[src/rdc_pkg.sv]
`default_nettype none
package rdc_pkg;

   // Fixed field widths
   localparam int RADIX_W = 6;
   localparam int DIGIT_W = 6;

   // Smallest usable radix; 0 and 1 are promoted to it
   localparam logic [RADIX_W-1:0] RADIX_MIN = RADIX_W'(2);

   // Entries in the queue between front and back
   localparam int QUEUE_DEPTH = 2;
   localparam int QPTR_W      = 1;
   localparam int QCNT_W      = 2;

   typedef enum logic [1:0] {
      BK_IDLE,
      BK_DIV,
      BK_POP
   } rdc_back_state_type;

endpackage
`default_nettype wire

[src/rdc_front.sv]
`default_nettype none
module rdc_front #(
   parameter int VALUE_BITS = 31
) (
   input  wire logic                        clock,
   input  wire logic                        reset,
   input  wire logic                        start,
   output logic                             busy,
   input  wire logic [VALUE_BITS-1:0]       req_value,
   input  wire logic [rdc_pkg::RADIX_W-1:0] req_radix,
   output logic                             item_valid,
   output logic [VALUE_BITS-1:0]            item_value,
   output logic [rdc_pkg::RADIX_W-1:0]      item_radix,
   input  wire logic                        item_pop
);
   import rdc_pkg::*;

   logic [VALUE_BITS-1:0] value_q_ff [QUEUE_DEPTH];
   logic [RADIX_W-1:0]    radix_q_ff [QUEUE_DEPTH];
   logic [QPTR_W-1:0]     wr_ptr_ff, wr_ptr_in;
   logic [QPTR_W-1:0]     rd_ptr_ff, rd_ptr_in;
   logic [QCNT_W-1:0]     count_ff, count_in;
   logic                  push;
   logic [RADIX_W-1:0]    radix_norm;

   assign busy       = (count_ff == QCNT_W'(QUEUE_DEPTH));
   assign push       = start && !busy;
   assign item_valid = (count_ff != '0);
   assign item_value = value_q_ff[rd_ptr_ff];
   assign item_radix = radix_q_ff[rd_ptr_ff];

   // radix 0 and 1 run as binary
   assign radix_norm = (req_radix < RADIX_MIN) ? RADIX_MIN : req_radix;

   always_comb begin
      wr_ptr_in = push ? wr_ptr_ff + QPTR_W'(1) : wr_ptr_ff;
      rd_ptr_in = item_pop ? rd_ptr_ff + QPTR_W'(1) : rd_ptr_ff;
      count_in  = count_ff;
      if (push && !item_pop) begin
         count_in = count_ff + QCNT_W'(1);
      end else if (!push && item_pop) begin
         count_in = count_ff - QCNT_W'(1);
      end
   end

   always_ff @(posedge clock) begin
      if (reset) begin
         wr_ptr_ff <= '0;
         rd_ptr_ff <= '0;
         count_ff  <= '0;
      end else begin
         wr_ptr_ff <= wr_ptr_in;
         rd_ptr_ff <= rd_ptr_in;
         count_ff  <= count_in;
      end
   end

   always_ff @(posedge clock) begin
      if (push) begin
         value_q_ff[wr_ptr_ff] <= req_value;
         radix_q_ff[wr_ptr_ff] <= radix_norm;
      end
   end

endmodule
`default_nettype wire

[src/rdc_back.sv]
`default_nettype none
module rdc_back #(
   parameter int VALUE_BITS  = 31,
   parameter int STACK_DEPTH = 32
) (
   input  wire logic                        clock,
   input  wire logic                        reset,
   input  wire logic                        item_valid,
   input  wire logic [VALUE_BITS-1:0]       item_value,
   input  wire logic [rdc_pkg::RADIX_W-1:0] item_radix,
   output logic                             item_pop,
   output logic                             rsp_strobe,
   output logic [rdc_pkg::DIGIT_W-1:0]      rsp_digit,
   output logic                             rsp_last_digit
);
   import rdc_pkg::*;

   localparam int ADDR_W = $clog2(STACK_DEPTH);
   localparam int SCNT_W = $clog2(STACK_DEPTH + 1);
   localparam int BIT_W  = $clog2(VALUE_BITS);
   localparam logic [BIT_W-1:0]  LAST_BIT = BIT_W'(VALUE_BITS - 1);
   localparam logic [SCNT_W-1:0] FULL_CNT = SCNT_W'(STACK_DEPTH);

   rdc_back_state_type    state_ff, state_in;
   logic [VALUE_BITS-1:0] quot_ff, quot_in;
   logic [RADIX_W-1:0]    rem_ff, rem_in;
   logic [RADIX_W-1:0]    radix_ff, radix_in;
   logic [BIT_W-1:0]      bit_ff, bit_in;
   logic [SCNT_W-1:0]     scnt_ff, scnt_in;
   logic                  strobe_ff, strobe_in;
   logic                  last_ff, last_in;
   logic [DIGIT_W-1:0]    rd_data_ff;

   logic [DIGIT_W-1:0]    stack_mem [STACK_DEPTH];
   logic                  wr_en;
   logic [ADDR_W-1:0]     wr_addr;
   logic [DIGIT_W-1:0]    wr_data;
   logic                  rd_en;
   logic [ADDR_W-1:0]     rd_addr;

   // one restoring division step
   logic [RADIX_W:0]      trial;
   logic                  fits;
   logic [RADIX_W-1:0]    rem_step;
   logic [VALUE_BITS-1:0] quot_step;

   assign trial     = {rem_ff, quot_ff[VALUE_BITS-1]};
   assign fits      = (trial >= {1'b0, radix_ff});
   assign rem_step  = fits ? RADIX_W'(trial - {1'b0, radix_ff}) : trial[RADIX_W-1:0];
   assign quot_step = {quot_ff[VALUE_BITS-2:0], fits};

   always_comb begin
      state_in  = state_ff;
      quot_in   = quot_ff;
      rem_in    = rem_ff;
      radix_in  = radix_ff;
      bit_in    = bit_ff;
      scnt_in   = scnt_ff;
      strobe_in = 1'b0;
      last_in   = last_ff;
      item_pop  = 1'b0;
      wr_en     = 1'b0;
      wr_addr   = scnt_ff[ADDR_W-1:0];
      wr_data   = rem_step;
      rd_en     = 1'b0;
      rd_addr   = ADDR_W'(scnt_ff - SCNT_W'(1));

      unique case (state_ff)
         BK_IDLE: begin
            if (item_valid) begin
               item_pop = 1'b1;
               quot_in  = item_value;
               radix_in = item_radix;
               rem_in   = '0;
               bit_in   = '0;
               if (item_value == '0) begin
                  // zero converts to the single digit 0
                  wr_en    = 1'b1;
                  wr_addr  = '0;
                  wr_data  = '0;
                  scnt_in  = SCNT_W'(1);
                  state_in = BK_POP;
               end else begin
                  scnt_in  = '0;
                  state_in = BK_DIV;
               end
            end
         end
         BK_DIV: begin
            quot_in = quot_step;
            rem_in  = rem_step;
            bit_in  = bit_ff + BIT_W'(1);
            if (bit_ff == LAST_BIT) begin
               bit_in = '0;
               rem_in = '0;
               // stack full: more significant digits are dropped
               if (scnt_ff < FULL_CNT) begin
                  wr_en   = 1'b1;
                  scnt_in = scnt_ff + SCNT_W'(1);
               end
               if (quot_step == '0) begin
                  state_in = BK_POP;
               end
            end
         end
         BK_POP: begin
            rd_en     = 1'b1;
            strobe_in = 1'b1;
            last_in   = (scnt_ff == SCNT_W'(1));
            scnt_in   = scnt_ff - SCNT_W'(1);
            if (scnt_ff == SCNT_W'(1)) begin
               state_in = BK_IDLE;
            end
         end
         default: begin
            state_in = BK_IDLE;
         end
      endcase
   end

   always_ff @(posedge clock) begin
      if (reset) begin
         state_ff  <= BK_IDLE;
         scnt_ff   <= '0;
         quot_ff   <= '0;
         strobe_ff <= 1'b0;
         last_ff   <= 1'b0;
      end else begin
         state_ff  <= state_in;
         scnt_ff   <= scnt_in;
         quot_ff   <= quot_in;
         strobe_ff <= strobe_in;
         last_ff   <= last_in;
      end
   end

   always_ff @(posedge clock) begin
      rem_ff   <= rem_in;
      radix_ff <= radix_in;
      bit_ff   <= bit_in;
   end

   always_ff @(posedge clock) begin
      if (wr_en) begin
         stack_mem[wr_addr] <= wr_data;
      end
      if (rd_en) begin
         rd_data_ff <= stack_mem[rd_addr];
      end
   end

   assign rsp_strobe     = strobe_ff;
   assign rsp_digit      = rd_data_ff;
   assign rsp_last_digit = last_ff;

endmodule
`default_nettype wire

[src/radix_digit_converter.sv]
`default_nettype none
// Integer to radix digits.
// Input: raise start with req_value and req_radix; the item is taken at a
// clock edge where start is high and busy is low. busy rises only when the
// two-entry input queue is full, so up to two items can wait behind the one
// in conversion. Radix 0 and 1 convert as radix 2.
// Output: one digit per item position, most significant first, each shown
// for one cycle with rsp_strobe high; rsp_last_digit marks the least
// significant digit. Digits of one item come on consecutive cycles. The
// receiver cannot stall, so digits leave the moment they are popped.
// Conversion: a serial restoring divider divides the value by the radix
// repeatedly and pushes each remainder on the digit stack until the quotient
// is zero; a zero value skips the divider. The stack is then popped to the
// output. With the defaults the worst case is 31 binary digits; the divider
// sets the rate.
// Throughput: one item at a time in the converter; the queue overlaps the
// hand-off of the next item.
// Reset: synchronous; clears the queue, the converter state and the strobe.
// The digit stack is a memory with no reset; only written entries are read.
module radix_digit_converter #(
   parameter int VALUE_BITS  = 31,
   parameter int STACK_DEPTH = 32
) (
   input  wire logic                        clock,
   input  wire logic                        reset,
   input  wire logic                        start,
   output logic                             busy,
   input  wire logic [VALUE_BITS-1:0]       req_value,
   input  wire logic [rdc_pkg::RADIX_W-1:0] req_radix,
   output logic                             rsp_strobe,
   output logic [rdc_pkg::DIGIT_W-1:0]      rsp_digit,
   output logic                             rsp_last_digit
);
   import rdc_pkg::*;

   logic                  item_valid;
   logic [VALUE_BITS-1:0] item_value;
   logic [RADIX_W-1:0]    item_radix;
   logic                  item_pop;

   // front: accept, fix up radix, queue
   rdc_front #(
      .VALUE_BITS(VALUE_BITS)
   ) u_front (
      .clock      (clock),
      .reset      (reset),
      .start      (start),
      .busy       (busy),
      .req_value  (req_value),
      .req_radix  (req_radix),
      .item_valid (item_valid),
      .item_value (item_value),
      .item_radix (item_radix),
      .item_pop   (item_pop)
   );

   // back: divide, stack remainders, pop digits
   rdc_back #(
      .VALUE_BITS  (VALUE_BITS),
      .STACK_DEPTH (STACK_DEPTH)
   ) u_back (
      .clock          (clock),
      .reset          (reset),
      .item_valid     (item_valid),
      .item_value     (item_value),
      .item_radix     (item_radix),
      .item_pop       (item_pop),
      .rsp_strobe     (rsp_strobe),
      .rsp_digit      (rsp_digit),
      .rsp_last_digit (rsp_last_digit)
   );

endmodule
`default_nettype wire

[config.mk]
export PLATFORM = sky130hd
export DESIGN_NAME = radix_digit_converter
export DESIGN_NICKNAME = d
export VERILOG_FILES = /design/src/rdc_pkg.sv /design/src/rdc_front.sv /design/src/rdc_back.sv /design/src/radix_digit_converter.sv
export SDC_FILE = /design/constraint.sdc
export NUM_CORES = 1
export LEC_CHECK = 0
export ABC_CLOCK_PERIOD_IN_PS = 8930
export BUFFER_PORTS_ARGS = -buffer_cell sky130_fd_sc_hd__buf_2
export CORE_MARGIN = 2
export CORE_UTILIZATION = 55
export DETAILED_ROUTE_END_ITERATION = 10
export MAX_ROUTING_LAYER = met4
export PLACE_DENSITY = 0.76
export SLEW_MARGIN = 15
export SYNTH_ARGS = -nofsm -noshare
export SYNTH_HDL_FRONTEND = slang
export SYNTH_SLANG_ARGS = --single-unit
[constraint.sdc]
create_clock -name clock -period 8.93 [get_ports clock]
set_input_delay 0.4465 -clock clock [delete_from_list [all_inputs] [get_ports clock]]
set_output_delay 0.4465 -clock clock [all_outputs]
set_load 0.01 [all_outputs]
==> results list <==
- Die Span X: 163 um
- Path category of the worst min-delay check: in -> reg
- Along the worst path, the maximum fanout reaches 58.
- The area growth from synthesis to layout is 11.7%.
- Overall Global Routing Usage: 21.2%
- Flops & latches, synth: 335
* Finish-stage setup viols: 0
- The number of different library cells used by synthesis comes to 52.
* Net switching fraction of the power: 32.4%
- Worst Hold Margin: 0.118 ns
- Reg-to-reg setup timing slack: 5.28 ns
- The count of endpoints failing hold in the final timing report is 0.
- In the synthesized netlist, the number of instances is 874.
* Gate power share: 29.7%
- Dpl cells: 1202
* Minimum period implied by the final worst setup slack: 3.65 ns
- Crit start category: flip-flop
- Placed wire-length estimate after detailed placement: 16900 um
- In this run, the number of DRC markers left after iteration 0 of detailed routing was 810.
- Sum Neg Setup Slack: 0 ns
- VDD sags by at most 0.000227 V.
- Yosys attributes the largest share of cell area to sky130_fd_sc_hd__edfxtp_1, sky130_fd_sc_hd__mux4_2, sky130_fd_sc_hd__dfxtp_1.
- The routed layout has 7564 vias.
- The clock net in this run drives a total of 335 sinks.
* Buffer levels on the longest clock path: 3
- Setup Skew: 0.0216 ns
* Share of flip-flops with an asynchronous set or reset after synthesis: 0%
- Final routed wire length divided by cell count: 21.1 um
- Number of buffers created by CTS: 35
* Warnings from Yosys: 0
- Arrival time of the worst setup path: 3.92 ns
- Buffers on Ports: 48
- Cell internal power was estimated by the tool at 3.76 mW.
- Worst-path clk slew: 0.06 ns
- Setup repair after global routing missed its margin: false
- Largest net degree at the start of global routing: 65
* Post-CTS setup buffers: 0
* Data required, critical path: 9.20 ns
* Class of the most critical setup path: reg -> reg
- Complex-gate fraction of the synthesized area: 5.22%
- TritonCTS clock tree: done
- 49 I/O pins were placed.
* Final Power: 5.56 mW
- H-tree Lvls: 2
* DIE AREA: 26400 um2
* Clock latency reported for the late side of the worst-skew pair: 0.52 ns
- CTS placed an instance of sky130_fd_sc_hd__clkbuf_16 at the clock tree root.
* Main flop type after synthesis: sky130_fd_sc_hd__edfxtp_1
- The path with the worst hold slack has its endpoint at u_front.value_q_ff[0][11].
- The startpoint identified for the worst hold timing path is req_value[11].
* DRC violations left: 0
* Adder and majority cell fraction of the synthesized area: 1.59%
- Headroom to the max-slew limit came out at 30.0%.
* Switching power: 1.80 mW
* Standard-cell rows: 58
- The post-route netlist has 21.0% of its cells at a drive strength greater than 1.
* Standby leakage power: 5.06 nW
- 0 antenna diodes ended up in the layout.
- Remaining global-route overflow: 0
- The die is 163 um tall.
- Placer's final routability congestion estimate: 0.864
* Start of the worst register-to-register path: u_back.scnt_ff[0]
- Vias per inst: 5.98
* Synth area leader: sky130_fd_sc_hd__edfxtp_1
- The share of synthesized area in the top cell type comes to 62.8%.
- Status: finished, final reports clean
- The share of total power dissipated in the clock network is 24.9%.
* Achievable frequency: 274 MHz
- Final net count: 966
* Synthesized-area fraction occupied by xor and xnor cells: 0.887%
- The endpoint identified for the worst register-to-register timing path is u_back.rsp_digit[2].
* Area fraction in and, or, nand and nor cells after synthesis: 7.16%
- Combinational family with the most area after synthesis: multiplexers
* Final core utilization: 61.9%
- Worst slew pin tran: 1.05 ns
- Post-route clock period utilization: 40.9%
- Synthesis produced a netlist with a net count of 931.
- In this run the power density over the cells is 360 nW/um2.
- WL final: 26600 um
- Count of max-cap constraint violations: 0
* Sequential-to-total area share from yosys stat: 69.4%
* Post-CTS resize count: 0
* Number of routed nets with antenna violations: 0
- Average footprint of a synthesized cell: 15.8 um2
* Global-route wire length before repair: 41500 um
- Sequential cells account for 45.4% of the total power.
- After clock tree synthesis, the flow added hold-fix buffers numbering 0.
- The count of cells in the finished layout, fillers not included, comes to 1265.
- Number of flops mapped to enable cells by yosys: 289
* Element type at the critical path end: flip-flop
* Initial standard-cell utilization of the core: 55.4%
* Area of the mapped netlist: 13800 um2
- DR pass1 iterations: 5
* Proportion of synthesized area in mux cells: 13.3%
- The final max-slew violation count came to 0.
- Vias in the first global route: 7386
- In this run the standard cell core region covers 25000 um2.
* Hold Path Stages: 1
- Measured in cells, the most critical reg-to-reg path has a length of 5.
- Antenna violations before repair: 0
-- cells in the mapped netlist, types with 4 or more instances --
| master | n |
|---|---|
| sky130_fd_sc_hd__a21oi_1 | 41 |
| sky130_fd_sc_hd__clkbuf_1 | 36 |
| sky130_fd_sc_hd__nor2_1 | 64 |
| sky130_fd_sc_hd__xor2_1 | 7 |
| sky130_fd_sc_hd__dfxtp_1 | 46 |
| sky130_fd_sc_hd__xnor2_1 | 7 |
| sky130_fd_sc_hd__buf_1 | 7 |
| sky130_fd_sc_hd__nand2_1 | 81 |
| sky130_fd_sc_hd__mux2i_1 | 35 |
| sky130_fd_sc_hd__mux2_2 | 12 |
| sky130_fd_sc_hd__buf_6 | 6 |
| sky130_fd_sc_hd__ha_1 | 16 |
| sky130_fd_sc_hd__edfxtp_1 | 289 |
| sky130_fd_sc_hd__nand4_1 | 5 |
| sky130_fd_sc_hd__buf_2 | 7 |
| sky130_fd_sc_hd__nand2b_1 | 4 |
| sky130_fd_sc_hd__nand3b_1 | 4 |
| sky130_fd_sc_hd__mux4_2 | 60 |
| sky130_fd_sc_hd__nor3_1 | 5 |
| sky130_fd_sc_hd__o21ai_0 | 13 |
| sky130_fd_sc_hd__o21a_1 | 7 |
| sky130_fd_sc_hd__inv_1 | 18 |
| sky130_fd_sc_hd__nor4_1 | 17 |
| sky130_fd_sc_hd__o211ai_1 | 31 |
| sky130_fd_sc_hd__nand3_1 | 11 |
-- worst max path at each step --
stage                     slack, ns  cells after the start             endpoint         startpoint
final                          5.28                      5  u_back.rsp_digit[2]  u_back.scnt_ff[0]
after CTS                      4.83                      5  u_back.rsp_digit[1]  u_back.scnt_ff[0]
after global placement         5.03                      5  u_back.rsp_digit[1]  u_back.scnt_ff[0]
after floorplan                5.93                      9  u_back.rsp_digit[0]  u_back.scnt_ff[0]
after detailed placement       4.85                      5  u_back.rsp_digit[1]  u_back.scnt_ff[0]
after global routing           5.01                      5  u_back.rsp_digit[1]  u_back.scnt_ff[0]
-- cells in the final DEF (no fill, tap or decap), drive strengths merged, types with 11 or more instances in the layout --
| cell | instances |
|---|---|
| nand2 | 81 |
| dfxtp | 46 |
| nand3 | 11 |
| ha | 16 |
| clkbuf | 48 |
| edfxtp | 289 |
| nor4 | 18 |
| buf | 54 |
| mux2 | 12 |
| a21oi | 41 |
| nor2 | 64 |
| clkinv | 14 |
| o21ai | 13 |
| inv | 19 |
| mux2i | 35 |
| o211ai | 31 |
| mux4 | 60 |
-- kinds of logic (layout without fill, tap and decap cells) --
logic type	count (synthesis)	count (layout)
simple gates	213	213
mux	107	107
buf+inv	75	136
xor+xnor	14	14
fa+ha+maj	17	17
flops	335	335
compound gates	113	113
-- power groups by stage --
stage          sequential, mW  clock (mW)  combinational [mW]
2_1_floorplan            2.49           0                1.17
3_3_place_gp             2.55           0                1.56
3_5_place_dp             2.56           0                1.64
4_1_cts                  2.53        1.40                1.64
5_1_grt                  2.55        1.46                1.83
6_report                 2.52        1.38                1.65
-- sequential cells by signal (all words and copies together) (netlist names), named ones only --
signal	count
u_back.stack_mem	192
u_back.rsp_strobe	1
u_back.rsp_last_digit	1
u_back.quot_ff	31
u_back.rem_ff	6
u_front.wr_ptr_ff	1
u_back.state_ff	2
u_back.scnt_ff	6
u_back.rsp_digit	6
u_back.radix_ff	6
u_front.radix_q_ff	12
u_front.rd_ptr_ff	1
u_front.value_q_ff	62
u_front.count_ff	2
u_back.bit_ff	5
-- routing by layer --
| metal | GRT usage [%] | up-vias | share of wire, % | routed length [um] |
|---|---|---|---|---|
| met5 | - | - | 0 | 0 |
| met4 | 5.11 | 0 | 1.7 | 466 |
| met3 | 3.57 | 45 | 7.4 | 1960 |
| met2 | 33.3 | 306 | 49 | 12900 |
| met1 | 29.6 | 3753 | 42 | 11300 |
| li1 | - | 3460 | - | - |
-- final cells by class --
type                    instances  area (um2)
flip-flops and latches        335        9600
clock buffers                  48         987
inverters                      19        71.3
multi-input cells             464        3970
well taps                     330         413
repair buffers                 54         285
clock inverters                15         115
fillers                      1833        9520
-- stage by stage --
step / cell area [um2] / setup slack (ns)
after floorplan: 13800 / 5.93
after global placement: 14300 / 5.03
after detailed placement: 14300 / 4.85
after CTS: 15400 / 4.83
after global routing: 15400 / 5.01
final: 15400 / 5.28
-- worst max-delay path: stages (launching register included) --
cell and delay (ns):
sky130_fd_sc_hd__dfxtp_4 1.04, sky130_fd_sc_hd__inv_1 0.29, sky130_fd_sc_hd__ha_4 0.81, sky130_fd_sc_hd__mux4_2 0.43, sky130_fd_sc_hd__mux4_2 0.50, sky130_fd_sc_hd__mux2_2 0.29
Power figures use the tool's default switching activity.
